$ cat src/sv/sss_pkg.sv
package sss_pkg;

	// Number of hidden-state elements per time step (1..256).
	localparam int STATE_DIM = 16;
	localparam int IDX_W     = (STATE_DIM > 1) ? $clog2(STATE_DIM) : 1;

	// Field widths, fixed by the item format.
	localparam int D_W = 16;   // decay, input_term, readout
	localparam int H_W = 24;   // hidden state, Q11.12
	localparam int Y_W = 32;   // scan value, Q19.12

	typedef enum logic [2:0] {
		ST_IDLE,
		ST_MUL_A,
		ST_UPD_H,
		ST_MUL_C,
		ST_ACC
	} state_t;

	typedef enum logic {
		MUL_DECAY,
		MUL_READOUT
	} mul_sel_t;

	typedef struct packed {
		logic     load;
		logic     mul_en;
		mul_sel_t mul_sel;
		logic     h_write;
		logic     step;
		logic     out_load;
	} cmd_t;

	typedef struct packed {
		logic last;
	} status_t;

endpackage

$ cat src/sv/sss_in_if.sv
interface sss_in_if;
	logic                                  valid;
	logic                                  ready;
	logic        [sss_pkg::D_W-1:0]        decay;
	logic signed [sss_pkg::D_W-1:0]        input_term;
	logic signed [sss_pkg::D_W-1:0]        readout;
	logic                                  new_sequence;

	modport source (
		output valid, decay, input_term, readout, new_sequence,
		input  ready
	);

	modport sink (
		input  valid, decay, input_term, readout, new_sequence,
		output ready
	);
endinterface

$ cat src/sv/sss_out_if.sv
interface sss_out_if;
	logic                           valid;
	logic                           ready;
	logic signed [sss_pkg::Y_W-1:0] scan_value;

	modport source (
		output valid, scan_value,
		input  ready
	);

	modport sink (
		input  valid, scan_value,
		output ready
	);
endinterface

$ cat src/sv/sss_ctrl.sv
module sss_ctrl (
	input  logic             clk,
	input  logic             arst_n,
	input  logic             in_valid,
	output logic             in_ready,
	output logic             out_valid,
	input  logic             out_ready,
	input  sss_pkg::status_t status,
	output sss_pkg::cmd_t    cmd
);

	sss_pkg::state_t state_q, state_next;
	logic            out_valid_q;
	logic            out_free;
	logic            acc_done;

	assign out_free = !out_valid_q || out_ready;
	// last element waits here only while the previous result is untaken
	assign acc_done = !status.last || out_free;

	always_comb begin
		state_next = state_q;
		case (state_q)
			sss_pkg::ST_IDLE: begin
				if (in_valid) state_next = sss_pkg::ST_MUL_A;
			end
			sss_pkg::ST_MUL_A: state_next = sss_pkg::ST_UPD_H;
			sss_pkg::ST_UPD_H: state_next = sss_pkg::ST_MUL_C;
			sss_pkg::ST_MUL_C: state_next = sss_pkg::ST_ACC;
			sss_pkg::ST_ACC: begin
				if (acc_done) state_next = sss_pkg::ST_IDLE;
			end
			default: state_next = sss_pkg::ST_IDLE;
		endcase
	end

	always_comb begin
		cmd          = '0;
		cmd.mul_sel  = sss_pkg::MUL_DECAY;
		in_ready     = 1'b0;
		case (state_q)
			sss_pkg::ST_IDLE: begin
				in_ready = 1'b1;
				cmd.load = in_valid;
			end
			sss_pkg::ST_MUL_A: begin
				cmd.mul_en  = 1'b1;
				cmd.mul_sel = sss_pkg::MUL_DECAY;
			end
			sss_pkg::ST_UPD_H: begin
				cmd.h_write = 1'b1;
			end
			sss_pkg::ST_MUL_C: begin
				cmd.mul_en  = 1'b1;
				cmd.mul_sel = sss_pkg::MUL_READOUT;
			end
			sss_pkg::ST_ACC: begin
				cmd.step     = acc_done;
				cmd.out_load = status.last && out_free;
			end
			default: begin
				cmd = '0;
			end
		endcase
	end

	always_ff @(posedge clk or negedge arst_n) begin
		if (!arst_n) begin
			state_q     <= sss_pkg::ST_IDLE;
			out_valid_q <= 1'b0;
		end else begin
			state_q <= state_next;
			if (cmd.out_load) out_valid_q <= 1'b1;
			else if (out_ready) out_valid_q <= 1'b0;
		end
	end

	assign out_valid = out_valid_q;

endmodule

$ cat src/sv/sss_datapath.sv
module sss_datapath (
	input  logic                            clk,
	input  logic                            arst_n,
	input  logic        [sss_pkg::D_W-1:0]  decay,
	input  logic signed [sss_pkg::D_W-1:0]  input_term,
	input  logic signed [sss_pkg::D_W-1:0]  readout,
	input  logic                            new_sequence,
	input  sss_pkg::cmd_t                   cmd,
	output sss_pkg::status_t                status,
	output logic signed [sss_pkg::Y_W-1:0]  scan_value
);

	localparam int PROD_W = sss_pkg::D_W + 1 + sss_pkg::H_W;

	// item registers
	logic        [sss_pkg::D_W-1:0] decay_q;
	logic signed [sss_pkg::D_W-1:0] bu_q;
	logic signed [sss_pkg::D_W-1:0] c_q;
	logic                           first_q;

	// hidden-state store, valid bits stand in for the reset-to-zero
	logic        [sss_pkg::H_W-1:0]     hmem [sss_pkg::STATE_DIM];
	logic        [sss_pkg::STATE_DIM-1:0] hvalid_q;
	logic signed [sss_pkg::H_W-1:0]     rd_q;

	logic        [sss_pkg::IDX_W-1:0]   idx_q;
	logic signed [PROD_W-1:0]           prod_q;
	logic signed [sss_pkg::H_W-1:0]     h_q;
	logic signed [sss_pkg::Y_W-1:0]     acc_q;
	logic signed [sss_pkg::Y_W-1:0]     res_q;

	logic signed [sss_pkg::H_W-1:0]     prior;
	logic signed [sss_pkg::D_W:0]       op_a;
	logic signed [sss_pkg::H_W-1:0]     op_b;
	logic        [PROD_W:0]             hr;
	logic        [PROD_W:0]             cr;
	logic        [27:0]                 hs;
	logic        [sss_pkg::H_W-1:0]     h_next;
	logic        [29:0]                 cs;
	logic        [sss_pkg::Y_W-1:0]     base;
	logic        [sss_pkg::Y_W:0]       ys;
	logic        [sss_pkg::Y_W-1:0]     acc_next;

	assign status.last = (idx_q == sss_pkg::IDX_W'(sss_pkg::STATE_DIM - 1));

	always_comb begin
		prior = (first_q || !hvalid_q[idx_q]) ? '0 : rd_q;

		if (cmd.mul_sel == sss_pkg::MUL_DECAY) begin
			op_a = $signed({1'b0, decay_q});
			op_b = prior;
		end else begin
			op_a = $signed({c_q[sss_pkg::D_W-1], c_q});
			op_b = h_q;
		end

		// h = floor((a*h_prev + 2^14) / 2^15) + bu, saturated to 24 bits
		hr = {prod_q[PROD_W-1], prod_q} + (PROD_W+1)'(16384);
		hs = {hr[PROD_W], hr[PROD_W:15]} + {{12{bu_q[sss_pkg::D_W-1]}}, bu_q};
		if (hs[27:23] == {5{hs[23]}}) h_next = hs[23:0];
		else if (hs[27])              h_next = 24'h800000;
		else                          h_next = 24'h7FFFFF;

		// contribution = floor((c*h + 2^11) / 2^12); accumulate, saturated
		cr   = {prod_q[PROD_W-1], prod_q} + (PROD_W+1)'(2048);
		cs   = cr[41:12];
		base = (idx_q == '0) ? '0 : acc_q;
		ys   = {base[sss_pkg::Y_W-1], base} + {{3{cs[29]}}, cs};
		if (ys[32] == ys[31]) acc_next = ys[31:0];
		else if (ys[32])      acc_next = 32'h80000000;
		else                  acc_next = 32'h7FFFFFFF;
	end

	always_ff @(posedge clk) begin
		if (cmd.load) begin
			decay_q <= decay;
			bu_q    <= input_term;
			c_q     <= readout;
			first_q <= new_sequence;
		end
		if (cmd.h_write) hmem[idx_q] <= h_next;
		rd_q <= hmem[idx_q];
		if (cmd.mul_en) prod_q <= op_a * op_b;
		if (cmd.h_write) h_q <= h_next;
		if (cmd.out_load) res_q <= acc_next;
	end

	always_ff @(posedge clk or negedge arst_n) begin
		if (!arst_n) begin
			hvalid_q <= '0;
			idx_q    <= '0;
			acc_q    <= '0;
		end else begin
			if (cmd.h_write) hvalid_q[idx_q] <= 1'b1;
			if (cmd.step) begin
				acc_q <= acc_next;
				if (status.last) idx_q <= '0;
				else             idx_q <= idx_q + sss_pkg::IDX_W'(1);
			end
		end
	end

	assign scan_value = res_q;

endmodule

$ cat src/sv/selective_state_scan_core.sv
// Channel   Direction  Payload                                        Transaction
// items     in         decay, input_term, readout, new_sequence       one state element
// results   out        scan_value                                     one per time step
//
// Each element is accepted in IDLE, then runs MUL_A, UPD_H, MUL_C, ACC. One 17x24
// multiplier is shared by the two dependent products (decay*h, then readout*h),
// each registered before use, and the hidden state is read from a registered RAM.
// Reset clears the FSM, element index, accumulator and the per-entry valid bits;
// an entry never written reads as zero, so no clearing pass is needed.
// A result sits in an output register; items keep flowing while it waits. Only the
// last element of the next time step holds if that result is still untaken.
module selective_state_scan_core (
	input  logic       clk,
	input  logic       arst_n,
	sss_in_if.sink     items,
	sss_out_if.source  results
);

	sss_pkg::cmd_t    cmd;
	sss_pkg::status_t status;

	// sequencing: one element in flight, steps driven by the FSM
	sss_ctrl u_ctrl (
		.clk       (clk),
		.arst_n    (arst_n),
		.in_valid  (items.valid),
		.in_ready  (items.ready),
		.out_valid (results.valid),
		.out_ready (results.ready),
		.status    (status),
		.cmd       (cmd)
	);

	// state store, shared multiplier, rounding/saturation and accumulator
	sss_datapath u_datapath (
		.clk          (clk),
		.arst_n       (arst_n),
		.decay        (items.decay),
		.input_term   (items.input_term),
		.readout      (items.readout),
		.new_sequence (items.new_sequence),
		.cmd          (cmd),
		.status       (status),
		.scan_value   (results.scan_value)
	);

	// a result is loaded only on the last element of a time step
	a_out_on_last: assert property (@(posedge clk) disable iff (!arst_n)
		cmd.out_load |-> status.last)
		else $error("result loaded on a non-final element");

	// a loaded result shows up as valid on the next cycle
	a_out_valid: assert property (@(posedge clk) disable iff (!arst_n)
		cmd.out_load |=> results.valid)
		else $error("loaded result not presented");

	// one element at a time: no back-to-back accept
	a_one_in_flight: assert property (@(posedge clk) disable iff (!arst_n)
		(items.valid && items.ready) |=> !items.ready)
		else $error("accepted a transaction while busy");

	// the state update always follows the decay product
	a_h_after_mul: assert property (@(posedge clk) disable iff (!arst_n)
		cmd.h_write |-> $past(cmd.mul_en))
		else $error("state written without a fresh product");

endmodule
$ cat src/flat_wrapper.sv
// flat-port wrapper written by rule: the top's interface ports become plain ports
module selective_state_scan_core_flat 
  (clk, arst_n, items_valid, items_decay, items_input_term, items_readout, items_new_sequence, items_ready, results_valid, results_scan_value, results_ready);
  sss_in_if items_i ();
  sss_out_if results_i ();
  input  logic clk;
  input  logic arst_n;
  input wire logic [$bits(items_i.valid)-1:0] items_valid;
  input wire logic [$bits(items_i.decay)-1:0] items_decay;
  input wire logic [$bits(items_i.input_term)-1:0] items_input_term;
  input wire logic [$bits(items_i.readout)-1:0] items_readout;
  input wire logic [$bits(items_i.new_sequence)-1:0] items_new_sequence;
  output wire logic [$bits(items_i.ready)-1:0] items_ready;
  output wire logic [$bits(results_i.valid)-1:0] results_valid;
  output wire logic [$bits(results_i.scan_value)-1:0] results_scan_value;
  input wire logic [$bits(results_i.ready)-1:0] results_ready;
  assign items_i.valid = items_valid;
  assign items_i.decay = items_decay;
  assign items_i.input_term = items_input_term;
  assign items_i.readout = items_readout;
  assign items_i.new_sequence = items_new_sequence;
  assign items_ready = items_i.ready;
  assign results_valid = results_i.valid;
  assign results_scan_value = results_i.scan_value;
  assign results_i.ready = results_ready;
  selective_state_scan_core u_core (.clk(clk), .arst_n(arst_n), .items(items_i), .results(results_i));
endmodule
$ cat config.mk
export PLATFORM = sky130hd
export DESIGN_NAME = selective_state_scan_core_flat
export DESIGN_NICKNAME = d
export VERILOG_FILES = /design/src/sv/sss_pkg.sv /design/src/sv/sss_in_if.sv /design/src/sv/sss_out_if.sv /design/src/sv/sss_ctrl.sv /design/src/sv/sss_datapath.sv /design/src/sv/selective_state_scan_core.sv /design/src/flat_wrapper.sv
export SDC_FILE = /design/constraint.sdc
export NUM_CORES = 2
export LEC_CHECK = 0
export BUFFER_PORTS_ARGS = -buffer_cell sky130_fd_sc_hd__buf_2
export CAP_MARGIN = 20
export CORE_AREA = 2 2 263 265
export CTS_BUF_LIST = sky130_fd_sc_hd__clkbuf_8
export DETAILED_ROUTE_END_ITERATION = 6
export DIE_AREA = 0 0 265 267
export PLACE_DENSITY = 0.76
export SLEW_MARGIN = 0
export SYNTH_ARGS = -nofsm -noshare
export SYNTH_HDL_FRONTEND = slang
export SYNTH_SLANG_ARGS = --single-unit
$ cat constraint.sdc
create_clock -name clk -period 8.6 [get_ports clk]
set_clock_uncertainty 0.2 [all_clocks]
set_input_delay 0.43 -clock clk [delete_from_list [all_inputs] [get_ports clk]]
set_output_delay 0.43 -clock clk [all_outputs]
set_load 0.1 [all_outputs]
# Word-level counts from Yosys, hierarchy flattened

Memory sizes are Yosys's and may differ from the RTL's. A register that Yosys moved wholly into a read port is not among the register bits.
Index checks and enable logic that the tools add are counted.
Widths: inputs -> output; s select.

Memories kept: 1
Bits of input ports: 53
RAM bits: 384
Logic and storage cells: 68
Output and inout bits: 34
Bits in registers: 202
Latch bits: 0
Bits in read-only memories: 0

Bitwise gates (word level): 1
Multiply operators: 1
Magnitude comparators: 2
Shifts and indexed selects: 0
Add/sub/neg operators: 5
Equal/unequal tests: 9
Muxes and demuxes: 25
Reduce and logical (&&, ||, !) cells: 12
Div/mod/pow operators: 0

Memory list:

| memory                 | depth | width | rd ports | clocked after Yosys merged registers in | wr ports | line               | source |
|---|---|---|---|---|---|---|---|
| u_core.u_datapath.hmem | 16    | 24    | 1        | 1                                       | 1        | sss_datapath.sv:22 | `logic [sss_pkg::H_W-1:0] hmem [sss_pkg::STATE_DIM];` |

Operators with widths:

| cell                   | number |
|---|---|
| $mux 24                | 4 |
| $mux 32                | 3 |
| $add 41x13->42 const B | 1 |
| $add 41x16->42 const B | 1 |
| $mul 17x24->41         | 1 |
| $add 32x30->33         | 1 |
| $add 27x16->28         | 1 |
| $mux 17                | 1 |
| $or 16x16->16          | 1 |
| $pmux 3 s5             | 1 |
| $mux 1                 | 9 |
| $eq 3x2->1 const B     | 2 |
| $mux 3                 | 2 |
| $lt 4x5->1 const B     | 1 |
| $add 4x1->4 const B    | 1 |
| $bmux 1 s4             | 1 |
| $demux 1 s4            | 1 |
| $eq 4x4->1             | 1 |
| $eq 4x4->1 const B     | 1 |
| $ge 4x1->1 const B     | 1 |
| $logic_not 4->1        | 1 |
| $mux 4                 | 1 |
| $ne 2x2->1 const B     | 2 |
| $pmux 2 s2             | 1 |
| 10 further kinds       | 15 |

# Longest topological paths before layout

Depth after elaboration: 7
Mapped depth: 34
Mapped depth without buffers: 31

# By module

A second synthesis with hierarchy kept.

Cell total of the unflattened synthesis: 3,168
Area, all modules: 40,087.2 µm²

By module, submodules not included:

| module       | seq. area each (µm²) | instances | cells an instance | area each (µm²) |
|---|---|---|---|---|
| sss_datapath | 17,366.7             | 1         | 3,145             | 39,848.2 |
| sss_ctrl     | 100.1                | 1         | 23                | 239.0 |

# Worst setup path after synthesis

No wires, ideal clock.

Path kind: flip-flop to flip-flop
Start point: register u_core.u_datapath.idx_q[0] (netlist bit)
End point: register u_core.u_datapath.prod_q[38] (data pin)
Path slack: 0.849 ns
Data required time: 8.142 ns
Stages on the path, launching flop included: 30
Library setup time: 0.258 ns
Period minus slack after synthesis: 7.751 ns
Arrival: 7.293 ns
Buffers on the path: 3
Path through: dfrtp_1 > buf_4 > mux2i_1 > mux4_2 > nor2_1 > a21oi_1 > nor3_2 > clkbuf_1 > a22o_1 > nand2_1 > fa_1 > inv_1 > fa_1 > inv_1 > fa_1 > inv_1 > fa_1 > fa_1 > fa_1 > ha_1 > clkbuf_1 > a21oi_1 > o21ai_1 > a41oi_1 > o21ai_0 > a31oi_4 > o21ai_2 > a211o_1 > a21oi_1 > xnor2_1

Word-level cells in the longest chain between the ends: 7

Ends and longest elaborated chain:

| item                         | line               | source |
|---|---|---|
| start: declaration           | sss_datapath.sv:26 | `logic [sss_pkg::IDX_W-1:0] idx_q;` |
| start signal: assignment     | sss_datapath.sv:98 | `else idx_q <= idx_q + sss_pkg::IDX_W'(1);` |
| $bmux 1 s4                   | sss_datapath.sv:47 | `prior = (first_q \|\| !hvalid_q[idx_q]) ? '0 : rd_q;` |
| $mux 1 (implied by the code) | sss_datapath.sv:47 |  |
| $logic_not 1->1              | sss_datapath.sv:47 |  |
| $logic_or 1x1->1             | sss_datapath.sv:47 |  |
| $mux 24                      | sss_datapath.sv:47 |  |
| $mux 24                      | sss_datapath.sv:49 | `if (cmd.mul_sel == sss_pkg::MUL_DECAY) begin` |
| $mul 17x24->41               | sss_datapath.sv:83 | `if (cmd.mul_en) prod_q <= op_a * op_b;` |
| end signal: assignment       | sss_datapath.sv:83 |  |
| end: declaration             | sss_datapath.sv:27 | `logic signed [PROD_W-1:0] prod_q;` |

No other way between the ends. The select of a mux whose other input is x is not followed.
A chain may end at the register's enable or synchronous reset.

# Worst setup path in the final report

Start point: register u_core.u_datapath.idx_q[0] (netlist bit)
End point: register u_core.u_datapath.prod_q[40] (data pin)

Same word-level chain as after synthesis.

==> impl_summary.md <==
Status
The run finished with clean final reports.

CTS
After clock tree synthesis, the clock-pin slew on the worst setup and hold paths is 70 ps. The maximum buffer depth of the clock tree is 3. The CTS buffer count is 93. CTS placed an instance of sky130_fd_sc_hd__clkbuf_8 at the clock tree root.

For this design, the sink count on the clock tree is between 500 and 600. The source-to-sink clock delay at the later pin of the worst-skew pair is between 700 and 800 ps. TritonCTS built the clock tree. In this run the number of H-tree levels came out at 3.

Synth
Synthesis instantiated slightly above 90 different standard cells from the library. Summing the sequential cell areas from Yosys gives between 40% and 50% of the chip area. After synthesis the netlist holds a flip-flop and latch count of 599. The average cell area after synthesis is approximately 12 sq um. The number of warnings issued by yosys is 0. Yosys mapped a number of flops with a built-in enable equal to approximately 520. In this run the cell area of the synthesized design comes to around 40000 sq um. In the synthesized netlist the dominant register cell turns out to be sky130_fd_sc_hd__edfxtp_1. Counting flops with an async set or reset pin after synthesis yields a share of a little under a tenth. The net count of the mapped netlist is a little under 4000.

The synthesized instance count is between 3000 and 4000.

Routing
The overall routed net length is approximately 110 mm. In the routed design, unresolved DRC markers number 0. The per-cell routed wire length is 24.2 um. The detailed-routing iteration count for the pre-antenna-repair pass is 6. The average via count per standard cell is 6.12.

Once detail routing completed, the nets flagged for antenna violations numbered 0. In this run, the number of DRC markers left after iteration 0 of detailed routing was ~2900. The detailed-route via count is 27100.

Timing
The final count of pins violating max slew is 0. Setup repair after global routing could not meet its margin everywhere. In the finished design, the share of the clock period the worst path needs comes to a little over nine tenths. The setup slack of the critical path after layout is between 100 and 150 ps.

Counting I/O delays and the setup requirement, the final critical path takes 8480 ps. The final hold slack is roughly 200 ps. The final number of hold-violating endpoints was 0. Derived from the worst setup path, the maximum achievable clock frequency is approximately 0.12 GHz. The relative slew slack is between 20% and 30%. The actual transition at the worst max-transition pin is 1120 ps. The total of endpoints with negative setup slack in the final report is 0.

Setup path
The critical path required time is about 8900 ps. The nature of the critical path startpoint is a register. The slowest cell on the critical path is sky130_fd_sc_hd__fa_1.

In this run the worst path has a maximum fanout of 23. The setup path with the least slack is of type register to register. The cell repeated most along the worst path is sky130_fd_sc_hd__fa_1.

The arrival time at the worst endpoint is around 8700 ps. In this run the critical register-to-register path is captured at u_core.u_datapath.prod_q[40]. The internal reg-to-reg setup slack is around 120 ps. The delay of the slowest critical-path stage is between 500 and 600 ps. The number of cells on the worst reg-to-reg path is 30. The capturing element type of the critical path is a register.

In this run the critical register-to-register path is launched from u_core.u_datapath.idx_q[0].

Placement
Summing all placed instances gives a cell area of 42200 sq um. In this run the tool buffered the top-level ports with 86 buffer cells. At the end of routability-driven placement, the weighted congestion stood at around 1.

Timing analysis after detailed placement gives a worst setup slack of between 150 and 200 ps. Detailed placement finished with a half-perimeter wire length of around 77 mm.

GRT
In the global route stage, met1 resource usage came out at about two fifths. The initial antenna violation count was 4. The layer flagged by global routing as most heavily used is met2.

In the global route stage, overall resource usage came out at about 31%. The number of global-route vias before repair came to roughly 28000. In the global route stage, met3 resource usage came out at about 4.5%. Entering global routing, the biggest net connects 66 pins. Global routing used roughly 50% of the available met2 tracks. The wire length of the first global-routing pass is 164 mm. The total congestion overflow after global routing is 0.

Layout
For this run, the share of the core covered by cells in the final layout is between 60% and 70%. The number of filler instances in the final layout is a little under 5000. Cells with a size suffix above 1 make up around 16% of the layout. Summing all non-filler instances in the final layout gives an area of about 45000 sq um. The synthesis-to-layout area growth is 11.3%.

After the last flow step, the layout net total stands at between 4000 and 5000.

Floorplan
The number of I/O pins is 87. For this configuration, the core starts out at a cell density of between 50 and 60%. The core region is between 60000 and 70000 sq um. Measured along the y axis, the die boundary spans between 200 and 300 um. Measured along the x axis, the die boundary spans around 270 um. The count of standard-cell rows is between 90 and 100. The die covers 70800 sq um.

Min path
The type of the tightest min-delay check is input port to asynchronous set/reset pin.

Job
The max-capacitance violation count is 0.
sequential cells by signal (all words and copies together) (netlist names), 24 cells and up:
name / count
u_core.u_datapath.acc_q: 32
u_core.u_datapath.h_q: 24
u_core.u_datapath.hmem: 384
u_core.u_datapath.prod_q: 30
u_core.u_datapath.rd_q: 24
u_core.u_datapath.scan_value: 32
per-stage QoR:
step	TNS [ps]	cells
2_1_floorplan	0	3250
3_3_place_gp	0	4188
3_5_place_dp	0	4188
4_1_cts	0	4413
5_1_grt	-332	4431
6_report	0	4432
critical path: cells and delay by family, from the launching register on:
family | cells | cell delay (ps)
XOR/XNOR | 1 | 90
multiplexers | 1 | 530
flip-flops | 1 | 530
buffers and inverters | 7 | 880
AND/OR/NAND/NOR | 4 | 420
adder cells (fa/ha/maj) | 7 | 3280
AO/OA/AOI/OAI | 10 | 2250
synth_stat cells, types with 23 or more instances:
master	count	area, sq um
sky130_fd_sc_hd__inv_1	422	1580
sky130_fd_sc_hd__nor2_1	307	1150
sky130_fd_sc_hd__clkbuf_1	89	334
sky130_fd_sc_hd__ha_1	160	2000
sky130_fd_sc_hd__dfxtp_1	24	480
sky130_fd_sc_hd__a21o_1	77	578
sky130_fd_sc_hd__o21ai_0	60	300
sky130_fd_sc_hd__a22o_1	24	210
sky130_fd_sc_hd__xnor2_1	81	709
sky130_fd_sc_hd__a21oi_1	80	400
sky130_fd_sc_hd__a22oi_1	23	173
sky130_fd_sc_hd__mux4_2	122	2750
sky130_fd_sc_hd__fa_1	402	8050
sky130_fd_sc_hd__nand2_1	347	1300
sky130_fd_sc_hd__nand3_1	32	160
sky130_fd_sc_hd__dfrtp_1	56	1400
sky130_fd_sc_hd__edfxtp_1	519	15600
sky130_fd_sc_hd__buf_2	23	115
sky130_fd_sc_hd__nor2b_1	45	282
sky130_fd_sc_hd__xor2_1	56	490
cells in the final DEF (no fill, tap or decap), types with 8 or more instances in the layout:
master	count
sky130_fd_sc_hd__nor2_1	295
sky130_fd_sc_hd__a31oi_1	11
sky130_fd_sc_hd__and3_1	17
sky130_fd_sc_hd__clkinv_1	25
sky130_fd_sc_hd__buf_2	86
sky130_fd_sc_hd__dlygate4sd3_1	52
sky130_fd_sc_hd__fa_1	402
sky130_fd_sc_hd__a22oi_2	17
sky130_fd_sc_hd__o21bai_1	12
sky130_fd_sc_hd__a21oi_2	9
sky130_fd_sc_hd__clkinv_2	11
sky130_fd_sc_hd__dfxtp_1	24
sky130_fd_sc_hd__mux2i_1	14
sky130_fd_sc_hd__and2_1	15
sky130_fd_sc_hd__o21ai_1	8
sky130_fd_sc_hd__nand4_1	21
sky130_fd_sc_hd__a22o_1	11
sky130_fd_sc_hd__xor2_1	56
sky130_fd_sc_hd__nor2b_1	44
sky130_fd_sc_hd__mux2_2	10
sky130_fd_sc_hd__ha_1	158
sky130_fd_sc_hd__clkbuf_8	99
sky130_fd_sc_hd__nor2_2	13
sky130_fd_sc_hd__o21a_1	14
sky130_fd_sc_hd__edfxtp_1	519
sky130_fd_sc_hd__or2_2	20
sky130_fd_sc_hd__nand2b_1	13
sky130_fd_sc_hd__inv_1	447
sky130_fd_sc_hd__mux4_2	122
sky130_fd_sc_hd__a21o_1	77
sky130_fd_sc_hd__a211oi_1	10
sky130_fd_sc_hd__a21oi_1	75
sky130_fd_sc_hd__buf_4	102
sky130_fd_sc_hd__o21ai_0	59
sky130_fd_sc_hd__nor3_1	13
sky130_fd_sc_hd__nand2_1	347
sky130_fd_sc_hd__nand3_1	32
sky130_fd_sc_hd__xnor2_1	81
sky130_fd_sc_hd__dfrtp_1	52
sky130_fd_sc_hd__a22o_2	9
layer usage:
metal / vias up / wire length, um
met4: 2 / 4540
met3: 286 / 9360
met2: 1467 / 52300
li1: 11500 / -
met5: - / 11
met1: 13800 / 41100
worst max-delay path by stage:
stage	startpoint	endpoint
final	u_core.u_datapath.idx_q[0]	u_core.u_datapath.prod_q[40]
after global routing	u_core.u_datapath.idx_q[0]	u_core.u_datapath.prod_q[36]
after CTS	u_core.u_datapath.idx_q[0]	u_core.u_datapath.prod_q[36]
after detailed placement	u_core.u_datapath.idx_q[0]	u_core.u_datapath.prod_q[36]
after global placement	u_core.u_datapath.idx_q[0]	u_core.u_datapath.prod_q[38]
after floorplan	u_core.u_datapath.idx_q[0]	u_core.u_datapath.prod_q[38]
final cells by class:
class,count,area [sq um],share of cell area (%)
Timing Repair Buffer,246,1830,4.07
Multi-Input combinational cell,2107,21100,46.9
Antenna cell,2,5.00,0.0111
Clock buffer,99,1360,3.03
Clock inverter,74,489,1.09
Sequential cell,599,17500,38.9
Inverter,423,1590,3.53
Tap cell,882,1100,2.46
cell families (layout without fill, tap and decap cells):
| logic type | Yosys count | in the layout | synth area share, % |
|---|---|---|---|
| adder cells (fa/ha/maj) | 563 | 563 | 24.9 |
| XOR/XNOR | 137 | 137 | 2.97 |
| other | 0 | 2 | 0 |
| AND/OR/NAND/NOR | 872 | 872 | 9.45 |
| AO/OA/AOI/OAI | 384 | 384 | 6.67 |
| multiplexers | 151 | 151 | 7.57 |
| buffers and inverters | 544 | 842 | 5.17 |
| flip-flops | 599 | 599 | 43.3 |
what timing repair did:
action                     4_1_cts  5_1_grt
setup endpoints to repair        0       19
buffers inserted                 0       15
hold endpoints to repair       108        0
gates resized for setup          0       41
hold buffers                    52        0
Power is not shown: default switching activity piles up to over one toggle a cycle in this logic, so the estimate is an artifact.
